$ cat src/hw/rtl/trimmed_mean_window_filter_core_macros.svh
// Assertion macros used by the trimmed-mean window filter datapath.
// Each macro expands to one labeled concurrent assertion on the rising clock edge.
`ifndef TRIMMED_MEAN_WINDOW_FILTER_CORE_MACROS_SVH
`define TRIMMED_MEAN_WINDOW_FILTER_CORE_MACROS_SVH

// The consequent must hold in the same cycle as the antecedent.
`define TMWF_ASSERT_NOW(label, clk, rst, ante, cons, msg) \
  label: assert property (@(posedge clk) disable iff (rst) (ante) |-> (cons)) \
    else $error(msg);

// The consequent must hold in the cycle after the antecedent.
`define TMWF_ASSERT_NEXT(label, clk, rst, ante, cons, msg) \
  label: assert property (@(posedge clk) disable iff (rst) (ante) |=> (cons)) \
    else $error(msg);

`endif

$ cat src/hw/rtl/tmwf_pkg.sv
// Package for the trimmed-mean window filter: beat types, controller states,
// command and status bundles, and default parameter values. No dependencies.
`timescale 1ns / 1ps

package tmwf_pkg;

  localparam int WINDOW_DEF      = 16;
  localparam int TRIM_DEF        = 2;
  localparam int CHANNELS_DEF    = 7;
  localparam int SAMPLE_BITS_DEF = 12;

  localparam int CHANNEL_W       = 3;
  localparam int SAMPLE_W        = 12;
  localparam int TRIMMED_SUM_W   = 16;
  localparam int FILTERED_CODE_W = 12;

  typedef struct packed {
    logic [CHANNEL_W-1:0] channel;
    logic [SAMPLE_W-1:0]  sample;
  } item_t;

  typedef struct packed {
    logic [CHANNEL_W-1:0]       out_channel;
    logic [TRIMMED_SUM_W-1:0]   trimmed_sum;
    logic [FILTERED_CODE_W-1:0] filtered_code;
  } result_t;

  typedef enum logic [2:0] {
    S_CLEAR,
    S_IDLE,
    S_WRITE,
    S_SCAN,
    S_DRAIN,
    S_SUM,
    S_MULT,
    S_DONE
  } tmwf_state_t;

  // Commands from the controller to the datapath.
  typedef struct packed {
    logic clr_step;
    logic load;
    logic write;
    logic scan;
    logic sum;
    logic mult;
    logic publish;
  } tmwf_cmd_t;

  // Status from the datapath to the controller.
  typedef struct packed {
    logic clr_last;
    logic ch_ok;
    logic scan_last;
    logic result_busy;
  } tmwf_status_t;

endpackage

$ cat src/hw/rtl/tmwf_ctrl.sv
// Controller state machine of the trimmed-mean window filter.
// Depends on tmwf_pkg for the state enum and the command and status bundles.
`timescale 1ns / 1ps

module tmwf_ctrl import tmwf_pkg::*; (
  input  logic         clk,
  input  logic         rst,
  input  logic         item_valid,
  input  tmwf_status_t status,
  output logic         item_stall,
  output tmwf_cmd_t    cmd
);

  tmwf_state_t state;
  tmwf_state_t state_next;

  always_ff @(posedge clk) begin
    if (rst) begin
      state <= S_CLEAR;
    end else begin
      state <= state_next;
    end
  end

  always_comb begin
    state_next = state;
    case (state)
      S_CLEAR: begin
        if (status.clr_last) state_next = S_IDLE;
      end
      S_IDLE: begin
        if (item_valid) state_next = S_WRITE;
      end
      S_WRITE: begin
        state_next = status.ch_ok ? S_SCAN : S_DONE;
      end
      S_SCAN: begin
        if (status.scan_last) state_next = S_DRAIN;
      end
      S_DRAIN: state_next = S_SUM;
      S_SUM:   state_next = S_MULT;
      S_MULT:  state_next = S_DONE;
      S_DONE: begin
        if (!status.result_busy) state_next = S_IDLE;
      end
      default: state_next = S_CLEAR;
    endcase
  end

  always_comb begin
    cmd        = '0;
    item_stall = 1'b1;
    case (state)
      S_CLEAR: cmd.clr_step = 1'b1;
      S_IDLE: begin
        item_stall = 1'b0;
        cmd.load   = item_valid;
      end
      S_WRITE: cmd.write = status.ch_ok;
      S_SCAN:  cmd.scan  = 1'b1;
      S_DRAIN: cmd       = '0;
      S_SUM:   cmd.sum   = 1'b1;
      S_MULT:  cmd.mult  = 1'b1;
      S_DONE:  cmd.publish = !status.result_busy;
      default: cmd = '0;
    endcase
  end

endmodule

$ cat src/hw/rtl/tmwf_dp.sv
// Datapath of the trimmed-mean window filter: window memory, ring pointers, rank
// tracking, trimmed sum, reciprocal divide and result register. Uses tmwf_pkg and the macros.
`timescale 1ns / 1ps
`include "trimmed_mean_window_filter_core_macros.svh"

module tmwf_dp import tmwf_pkg::*; #(
  parameter int WINDOW      = WINDOW_DEF,
  parameter int TRIM        = TRIM_DEF,
  parameter int CHANNELS    = CHANNELS_DEF,
  parameter int SAMPLE_BITS = SAMPLE_BITS_DEF
) (
  input  logic         clk,
  input  logic         rst,
  input  item_t        item,
  input  tmwf_cmd_t    cmd,
  output tmwf_status_t status,
  input  logic         result_stall,
  output logic         result_valid,
  output result_t      result
);

  localparam int IDX_W     = (WINDOW > 1) ? $clog2(WINDOW) : 1;
  localparam int CH_W      = (CHANNELS > 1) ? $clog2(CHANNELS) : 1;
  localparam int ADDR_W    = CH_W + IDX_W;
  localparam int MEM_DEPTH = CHANNELS << IDX_W;
  localparam int SUM_W     = SAMPLE_BITS + $clog2(WINDOW);
  localparam int LIST_N    = (TRIM > 0) ? TRIM : 1;
  localparam int KEPT      = (WINDOW > 2 * TRIM) ? (WINDOW - 2 * TRIM) : 0;
  localparam int KDIV      = (KEPT > 0) ? KEPT : 1;
  localparam int REC_L     = $clog2(KDIV);
  localparam int REC_S     = SUM_W + REC_L;
  localparam int REC_M_W   = SUM_W + 2;
  localparam int PROD_W    = SUM_W + REC_M_W + REC_L;
  localparam int CHK_W     = CHANNEL_W + 2;
  localparam int CMP_W     = (SUM_W > TRIMMED_SUM_W) ? SUM_W : TRIMMED_SUM_W;

  // Multiply-by-reciprocal constant: exact floor division for SUM_W-bit sums.
  localparam logic [REC_M_W-1:0] REC_M =
    REC_M_W'(((64'd1 << REC_S) + 64'(KDIV) - 64'd1) / 64'(KDIV));
  localparam logic [ADDR_W-1:0] CLR_LAST  = ADDR_W'(MEM_DEPTH - 1);
  localparam logic [IDX_W-1:0]  SCAN_LAST = IDX_W'(WINDOW - 1);
  localparam logic [CMP_W-1:0]  SUM_MAX   = CMP_W'({TRIMMED_SUM_W{1'b1}});
  localparam logic [CMP_W-1:0]  CODE_MAX  = CMP_W'({FILTERED_CODE_W{1'b1}});

  logic [SAMPLE_BITS-1:0] mem [MEM_DEPTH];
  logic [SAMPLE_BITS-1:0] mem_q;
  logic [ADDR_W-1:0]      clr_addr;
  logic [IDX_W-1:0]       wpos [CHANNELS];
  logic [CHANNEL_W-1:0]   channel_q;
  logic [SAMPLE_BITS-1:0] sample_q;
  logic [IDX_W-1:0]       scan_idx;
  logic                   rd_pending;
  logic [SUM_W-1:0]       total;
  logic [SAMPLE_BITS-1:0] low  [LIST_N];
  logic [SAMPLE_BITS-1:0] high [LIST_N];
  logic [SAMPLE_BITS-1:0] low_next  [LIST_N];
  logic [SAMPLE_BITS-1:0] high_next [LIST_N];
  logic [LIST_N-1:0]      lt;
  logic [LIST_N-1:0]      gt;
  logic [SUM_W-1:0]       low_sum;
  logic [SUM_W-1:0]       high_sum;
  logic [SUM_W-1:0]       trimmed;
  logic [SUM_W-1:0]       trimmed_next;
  logic [SUM_W-1:0]       quot;
  logic [PROD_W-1:0]      prod;
  logic [CH_W-1:0]        ch_idx;
  logic [IDX_W-1:0]       cur_pos;
  logic                   wr_en;
  logic [ADDR_W-1:0]      wr_addr;
  logic [SAMPLE_BITS-1:0] wr_data;
  logic [CMP_W-1:0]       sum_wide;
  logic [CMP_W-1:0]       quot_wide;

  assign ch_idx  = CH_W'(channel_q);
  assign cur_pos = wpos[ch_idx];

  assign status.ch_ok       = CHK_W'(channel_q) < CHK_W'(CHANNELS);
  assign status.clr_last    = (clr_addr == CLR_LAST);
  assign status.scan_last   = (scan_idx == SCAN_LAST);
  assign status.result_busy = result_valid && result_stall;

  // One write port shared by the clearing pass and the ring write.
  assign wr_en   = cmd.clr_step || cmd.write;
  assign wr_addr = cmd.clr_step ? clr_addr : {ch_idx, cur_pos};
  assign wr_data = cmd.clr_step ? '0 : sample_q;

  always_ff @(posedge clk) begin
    if (wr_en) begin
      mem[wr_addr] <= wr_data;
    end
    if (cmd.scan) begin
      mem_q <= mem[{ch_idx, scan_idx}];
    end
  end

  always_ff @(posedge clk) begin
    if (rst) begin
      clr_addr   <= '0;
      rd_pending <= 1'b0;
      for (int i = 0; i < CHANNELS; i++) begin
        wpos[i] <= '0;
      end
    end else begin
      rd_pending <= cmd.scan;
      if (cmd.clr_step) begin
        clr_addr <= clr_addr + 1'b1;
      end
      if (cmd.write) begin
        wpos[ch_idx] <= (cur_pos == SCAN_LAST) ? '0 : cur_pos + 1'b1;
      end
    end
  end

  // Keep the TRIM lowest values in ascending order and the TRIM highest in
  // descending order; a new value slides in where it belongs.
  always_comb begin
    for (int i = 0; i < LIST_N; i++) begin
      lt[i] = mem_q < low[i];
      gt[i] = mem_q > high[i];
    end
    low_next[0]  = lt[0] ? mem_q : low[0];
    high_next[0] = gt[0] ? mem_q : high[0];
    for (int i = 1; i < LIST_N; i++) begin
      low_next[i]  = !lt[i] ? low[i]  : (lt[i-1] ? low[i-1]  : mem_q);
      high_next[i] = !gt[i] ? high[i] : (gt[i-1] ? high[i-1] : mem_q);
    end
  end

  always_comb begin
    low_sum  = '0;
    high_sum = '0;
    for (int i = 0; i < LIST_N; i++) begin
      low_sum  = low_sum + SUM_W'(low[i]);
      high_sum = high_sum + SUM_W'(high[i]);
    end
    if (KEPT == 0) begin
      trimmed_next = '0;
    end else if (TRIM == 0) begin
      trimmed_next = total;
    end else begin
      trimmed_next = total - low_sum - high_sum;
    end
  end

  assign prod = PROD_W'(trimmed) * PROD_W'(REC_M);

  always_ff @(posedge clk) begin
    if (cmd.load) begin
      channel_q <= item.channel;
      sample_q  <= SAMPLE_BITS'(item.sample);
      trimmed   <= '0;
      quot      <= '0;
    end
    if (cmd.write) begin
      scan_idx <= '0;
      total    <= '0;
      for (int i = 0; i < LIST_N; i++) begin
        low[i]  <= '1;
        high[i] <= '0;
      end
    end
    if (cmd.scan) begin
      scan_idx <= scan_idx + 1'b1;
    end
    if (rd_pending) begin
      total <= total + SUM_W'(mem_q);
      low   <= low_next;
      high  <= high_next;
    end
    if (cmd.sum) begin
      trimmed <= trimmed_next;
    end
    if (cmd.mult) begin
      quot <= prod[REC_S +: SUM_W];
    end
  end

  assign sum_wide  = CMP_W'(trimmed);
  assign quot_wide = CMP_W'(quot);

  always_ff @(posedge clk) begin
    if (rst) begin
      result_valid <= 1'b0;
    end else if (cmd.publish) begin
      result_valid <= 1'b1;
    end else if (!result_stall) begin
      result_valid <= 1'b0;
    end
  end

  always_ff @(posedge clk) begin
    if (cmd.publish) begin
      result.out_channel   <= channel_q;
      result.trimmed_sum   <= (sum_wide > SUM_MAX) ? '1 : TRIMMED_SUM_W'(sum_wide);
      result.filtered_code <= (quot_wide > CODE_MAX) ? '1 : FILTERED_CODE_W'(quot_wide);
    end
  end

  `TMWF_ASSERT_NOW(a_bad_channel_zero, clk, rst, result_valid && (int'(result.out_channel) >= CHANNELS), (result.trimmed_sum == '0) && (result.filtered_code == '0), "out-of-range channel gave a nonzero result")
  `TMWF_ASSERT_NOW(a_mean_below_sum, clk, rst, result_valid, TRIMMED_SUM_W'(result.filtered_code) <= result.trimmed_sum, "filtered code exceeds trimmed sum")
  `TMWF_ASSERT_NEXT(a_publish_channel, clk, rst, cmd.publish, result_valid && (result.out_channel == $past(channel_q)), "published beat lost its channel")

endmodule

$ cat src/hw/rtl/trimmed_mean_window_filter_core.sv
// Trimmed-mean window filter: top level joining the controller and the datapath (uses tmwf_pkg).
// A beat on an out-of-range channel skips the walk over its window. A new beat is taken only
// once the last one is through, since the walk over the channel's window goes through the
// single read port of the window memory. Reset is synchronous; afterwards a clearing pass
// zeroes all CHANNELS * 2**clog2(WINDOW) entries of the memory, one entry a cycle, while
// item_stall stays high.
`timescale 1ns / 1ps

module trimmed_mean_window_filter_core import tmwf_pkg::*; #(
  parameter int WINDOW      = WINDOW_DEF,
  parameter int TRIM        = TRIM_DEF,
  parameter int CHANNELS    = CHANNELS_DEF,
  parameter int SAMPLE_BITS = SAMPLE_BITS_DEF
) (
  input  logic    clk,
  input  logic    rst,
  input  logic    item_valid,
  output logic    item_stall,
  input  item_t   item,
  output logic    result_valid,
  input  logic    result_stall,
  output result_t result
);

  // The controller sequences one beat at a time: write the new sample into the
  // channel's ring, read the whole window back one entry per cycle while the datapath
  // tracks the running total and the lowest and highest TRIM values, then form the
  // trimmed sum, divide it by the kept count through a reciprocal multiply, and load
  // the result register. The result register lets the next beat be taken while a
  // finished result still waits downstream.
  tmwf_cmd_t    cmd;
  tmwf_status_t status;

  tmwf_ctrl u_ctrl (
    .clk        (clk),
    .rst        (rst),
    .item_valid (item_valid),
    .status     (status),
    .item_stall (item_stall),
    .cmd        (cmd)
  );

  // The datapath owns all data storage: window memory, ring pointers, rank lists,
  // sums and the output register.
  tmwf_dp #(
    .WINDOW      (WINDOW),
    .TRIM        (TRIM),
    .CHANNELS    (CHANNELS),
    .SAMPLE_BITS (SAMPLE_BITS)
  ) u_dp (
    .clk          (clk),
    .rst          (rst),
    .item         (item),
    .cmd          (cmd),
    .status       (status),
    .result_stall (result_stall),
    .result_valid (result_valid),
    .result       (result)
  );

endmodule

$ cat config.mk
export PLATFORM = sky130hd
export DESIGN_NAME = trimmed_mean_window_filter_core
export DESIGN_NICKNAME = d
export VERILOG_FILES = /design/src/hw/rtl/tmwf_pkg.sv /design/src/hw/rtl/tmwf_ctrl.sv /design/src/hw/rtl/tmwf_dp.sv /design/src/hw/rtl/trimmed_mean_window_filter_core.sv
export VERILOG_INCLUDE_DIRS = /design/src /design/src/hw/rtl
export SDC_FILE = /design/constraint.sdc
export NUM_CORES = 2
export LEC_CHECK = 0
export ABC_AREA = 0
export CORE_MARGIN = 1
export CORE_UTILIZATION = 39
export CTS_BUF_LIST = sky130_fd_sc_hd__clkbuf_8
export DETAILED_ROUTE_END_ITERATION = 16
export DONT_BUFFER_PORTS = 1
export GPL_TIMING_DRIVEN = 0
export PLACE_DENSITY_LB_ADDON = 0.3
export SLEW_MARGIN = 5
export SYNTH_ARGS = -nofsm -noshare
export SYNTH_HDL_FRONTEND = slang
export SYNTH_SLANG_ARGS = --single-unit
$ cat constraint.sdc
create_clock -name clk -period 7.4 [get_ports clk]
set_clock_uncertainty 0.1 [all_clocks]
set_input_delay 1.48 -clock clk [delete_from_list [all_inputs] [get_ports clk]]
set_output_delay 1.48 -clock clk [all_outputs]
set_load 0.02 [all_outputs]
---- Word level (Yosys, flattened, before mapping) ----
Memories as Yosys holds them, arrays and structs flattened. A register that Yosys moved wholly into a read port is not among the register bits.
Index checks and enable logic that the tools add are counted.
storage, ports and cells
  bits of input ports ..................... 19
  word-level logic and storage cells ...... 116
  flip-flop bits (word level) ............. 155
  RAM bits ................................ 1372
  memories kept ........................... 2
memories
  memory     words  bits a word  rd ports  clocked after memory_dff  wr ports  line           source
  u_dp.mem   112    12           1         1                         1         tmwf_dp.sv:45  logic [SAMPLE_BITS-1:0] mem [MEM_DEPTH];
  u_dp.wpos  7      4            1         1                         7         tmwf_dp.sv:48  logic [IDX_W-1:0] wpos [CHANNELS];
operators by class
  muxes and demuxes ....................... 48
  $mul .................................... 1
  equal/unequal tests ..................... 19
  reductions and logical operators ........ 14
  order comparisons ....................... 7
  add/subtract/negate cells ............... 8
operators with widths
  cell                      number
  $mux W24                  4
  $mux W12                  7
  $mux W16                  4
  $mul A16 B16 Y32 const B  1
  $sub A16 B16 Y16          2
  $add A12 B12 Y13          2
  $mux W13                  2
  $gt A12 B12 Y1            2
  $lt A12 B12 Y1            2
  $pmux W3 S8               1
  $mux W3                   7
  $mux W1                   18
  $add A16 B12 Y16          1
  $gt A16 B16 Y1 const B    1
  $mux W4                   4
  $ne A2 B2 Y1 const B      8
  $gt A13 B12 Y1 const B    1
  $eq A3 B3 Y1 const B      4
  $add A4 B1 Y4 const B     2
  $eq A4 B4 Y1 const B      2
  $reduce_and A2 Y1         4
  $reduce_bool A2 Y1        4
  $add A7 B1 Y7 const B     1
  $eq A7 B7 Y1 const B      1
  11 further kinds          12

---- Longest topological paths before layout ----
  word-level depth ........................ 7
  gate-level depth with buffers ........... 20
  mapped depth without buffers ............ 20

---- Cells and area by module ----
A second synthesis with hierarchy kept.
unflattened totals
  cells, all modules ...................... 3723
  area, all modules ....................... 67808.8 um2
by module, submodules not included
  module     area each (um2)  cells each  sequential area each (um2)  times used
  tmwf_dp    67581.1          3690        46174.3                     1
  tmwf_ctrl  227.7            33          60.1                        1

---- Worst setup path after synthesis ----
Ideal clock, no wire load.
  path kind ............................... reg-to-reg
  start point ............................. reg u_dp.trimmed[1], in the netlist u_dp.sum_wide[1]
  end point ............................... reg u_dp.quot[11] (data pin)
  data arrival time ....................... 5310 ps
  data required time ...................... 7034 ps
  cell stages (with the launch flop) ...... 21
  buffers on the path ..................... 0
  clock period less this slack ............ 5676 ps
  slack ................................... 1724 ps
  cells stage by stage .................... edfxtp_1 > ha_1 > xor2_1 > ha_1 > inv_1 > fa_1 > inv_1 > fa_1 > fa_1 > inv_1 > fa_1 > inv_1 > ha_1 > and4_1 > and3_1 > a221oi_1 > a21oi_1 > or3_1 > a31oi_1 > xor2_1 > nor2_1
on the way
  longest elaborated chain between the ends .. 2
ends and longest elaborated chain
  item                    line            source
  start, declared         tmwf_dp.sv:62   logic [SUM_W-1:0] trimmed;
  start signal, assigned  tmwf_dp.sv:171  trimmed <= trimmed_next;
  $mul A16 B16 Y32        tmwf_dp.sv:145  assign prod = PROD_W'(trimmed) * PROD_W'(REC_M);
  $mux W13                tmwf_dp.sv:173  if (cmd.mult) begin
  end signal, assigned    tmwf_dp.sv:174  quot <= prod[REC_S +: SUM_W];
  end, declared           tmwf_dp.sv:64   logic [SUM_W-1:0] quot;
No other way between the ends.
A chain may end at the register's enable or synchronous reset.

---- Worst setup path after layout ----
  start point ............................. reg u_dp.trimmed[1], in the netlist u_dp.sum_wide[1]
  end point ............................... reg u_dp.quot[6] (data pin)
The elaborated chain is that of the path after synthesis.

==> metrics.md <==
| Metric | Value |
|---|---|
| Fillers | `15100` |
| Root Driver | `clkbuf_8` |
| Setup WS pre-CTS | `611 ps` |
| IO Port Bufs | `0` |
| Nets | `4294` |
| Async set-reset flop share out of synthesis | `0` |
| Kind of critical path | `reg2reg` |
| Clk slew on worst S/H paths | `60 ps` |
| Commonest non-fill, non-tap cell in the layout | `edfxtp_1` |
| Hold Vio Cnt, Final | `0` |
| Dpl hpwl | `114000 microns` |
| Cts bufs inserted | `236` |
| P&R area growth vs syn | `11.5%` |
| Hold depth | `0` |
| GRT Util Overall | `0.193` |
| CP Capture Type | `flop` |
| Count of antenna-violating nets left after detailed routing | `0` |
| Peak supply drop | `0.000392 V` |
| Max-Cap Viols | `0` |
| GPL Wtd Cong | `0.858` |
| H-Tree Depth | `4` |
| Worst hold path class | `reg2reg` |
| Max FO, Critical Path | `8` |
| Via Count | `35000` |
| Final min period | `6900 ps` |
| Rows | `152` |
| CTS resizes | `0` |
| WL final | `168000 microns` |
| Grt ovf | `0` |
| First-pass GRT wire length | `245000 microns` |
| Avg Cell Area, Syn | `18.4 sq um` |
| Hold_buf cts | `0` |
| Avg WL per Cell | `26.0 microns` |
| WP data arrival | `7480 ps` |
| Layout cells sized above 1 | `0.219` |
| DRT iter0 DRCs | `3700` |
| Seq/Total Area, Yosys | `0.681` |
| Area occupied by multi-input gates | `20200 sq um` |
| Final Cycle Share | `0.932` |
| Main flop type after synthesis | `edfxtp_1` |
| Reg2Reg Setup Slack | `500 ps` |
| Worst slew pin tran | `1380 ps` |
| Final core occ | `0.439` |
| Area post-placement | `71200 sq um` |
| Number of distinct library cells after synthesis | `66` |
| Fmax achieved | `145 MHz` |
| Core region area | `172000 sq um` |
| Startpoint Class | `flop` |
| Height of the die | `419 microns` |
| Outcome | `finished clean` |
| Largest net degree at the start of global routing | `97` |
| Register area | `46200 sq um` |
| Lkg Pwr | `0.0263 uW` |
| CTS tree | `done` |
| Design area | `75700 sq um` |
| Top Ports | `52` |
| Initial Util | `0.394` |
| Clk sinks | `1546` |
| Clk buf depth | `3` |
| Synthesized instance count | `3693` |
| Drt drc | `0` |
| # setup viols final | `0` |
| Post-synth EDFFs | `1527` |
| Initial antenna violation count | `4` |
| Setup TNS | `0 ps` |
| Number of global-route vias before repair | `35800` |
| Max Slew Vio Count | `0` |
| Required time of the critical path | `7980 ps` |
| Slew HR | `0.0795` |
| Via/cell ratio | `5.41` |
| Die Width | `419 microns` |
| Power per Cell Area | `306 nW/um^2` |
| RSZ-0062 raised after global routing | `false` |
| Yosys warns | `0` |
| Die footprint | `176000 sq um` |
| Mapped Area | `67900 sq um` |
| Most frequent cells in the layout | `edfxtp_1, mux4_2, inv_1` |
| Flop and latch count out of synthesis | `1546` |
| Setup WS post-layout | `501 ps` |
| # Post-CTS Setup Buffers | `0` |
| Clock Latency Late Sink | `990 ps` |
| Pre-antenna DRT Iters | `6` |
| Worst reg-to-reg path cell count | `20` |
cell usage after synthesis, types with 7 or more instances:
library cell     n  share of area
or3_1           10        0.00092
xor2_1          27         0.0035
xnor2_1         39         0.0050
nor3_1          24         0.0018
o31ai_1          8        0.00088
buf_1           25         0.0014
fa_1            93          0.027
a21o_1          29         0.0032
nand4_1         11         0.0010
o21ai_1         11        0.00081
nor3b_1          7        0.00077
mux2i_1         44         0.0065
o21a_1          19         0.0021
a21oi_1        106         0.0078
or2_2           15         0.0014
a211oi_1        14         0.0015
and2_1          45         0.0041
a311oi_1         7        0.00090
o21ai_0         37         0.0027
nand2b_1        27         0.0025
mux4_2         424           0.14
ha_1           233          0.043
dfxtp_1         19         0.0056
buf_2           55         0.0041
nor2_1         217          0.012
clkbuf_1        56         0.0031
inv_1          261          0.014
edfxtp_1      1527           0.68
nand2_1        140         0.0077
buf_6           10         0.0017
nor2b_1         26         0.0024
nand3_1         32         0.0024
worst max-delay path, stage by stage, from the launching register on:
cell and delay (ps):
edfxtp_1 570, ha_1 430, xor2_1 390, ha_1 310, inv_1 90, fa_1 410
inv_1 70, fa_1 440, fa_1 540, inv_1 60, fa_1 480, inv_1 50
ha_1 290, and4_1 250, and3_1 210, a221oi_1 540, a21boi_0 330, o31a_1 330
o21a_1 180, o21a_1 160, a211oi_1 380
cell families after synthesis:
group | after synthesis | synth area share
AOI/OAI and AO/OA | 281 | 0.0262
xor gates and xnor gates | 66 | 0.00852
other | 1 | 0.0000552
DFF | 1546 | 0.681
and+or+nand+nor | 584 | 0.0402
muxes | 475 | 0.148
buffers and inverters | 414 | 0.0253
adders and majority gates | 326 | 0.0704
stage by stage:
| step | total power, uW | instances | hold WS, ps |
|---|---|---|---|
| 4_1_cts | 23200 | 6452 | 362 |
| 3_5_place_dp | 16700 | 6020 | 349 |
| 6_report | 23100 | 6458 | 359 |
| 5_1_grt | 24300 | 6455 | 369 |
| 3_3_place_gp | 16600 | 6006 | 338 |
| 2_1_floorplan | 14600 | 3696 | 324 |
power breakdown:
part / switching [uW] / internal, uW / leakage (uW) / total (uW)
combinational: 3930 / 2200 / 0.00956 / 6130
clock: 3380 / 3150 / 0.00243 / 6530
sequential: 104 / 10400 / 0.0143 / 10500
total: 7410 / 15700 / 0.0263 / 23100
sequential cells by signal, summed over array words and instances (netlist names), named ones only:
name	count
u_dp.mem	1344
u_dp.wpos	32
u_dp.result	31
u_dp.high	24
u_dp.low	24
u_dp.sum_wide	16
u_dp.total	16
u_dp.quot	13
u_dp.mem_q	12
u_dp.sample_q	12
u_dp.clr_addr	7
u_dp.scan_idx	4
u_ctrl.state	3
u_dp.ch_idx	3
u_dp.rd_pending	1
u_dp.result_valid	1
routing by layer:
metal	up-vias	track usage	routed length (microns)
li1	15100	-	-
met4	2	0.0645	4790
met1	18300	0.259	69800
met5	-	0	20
met2	1311	0.318	81700
met3	276	0.0348	11400
final timing paths:
check	start	to
setup reg to reg	u_dp.sum_wide[1]	u_dp.quot[6]
hold / removal	u_dp.ch_idx[2]	u_dp.result[30]
hold reg to reg	u_dp.ch_idx[2]	u_dp.result[30]
setup / recovery	u_dp.sum_wide[1]	u_dp.quot[6]
area by class of cell:
class	count	share of cell area
flip-flops and latches	1546	0.611
multi-input cells	1736	0.266
clock buffers	241	0.0438
well taps	2310	0.0382
inverters	263	0.0130
clock inverters	191	0.0130
plain buffers	151	0.00964
repair buffers	15	0.00473
diodes	5	0.000165
Note: power is estimated with default switching activity, not from simulation.
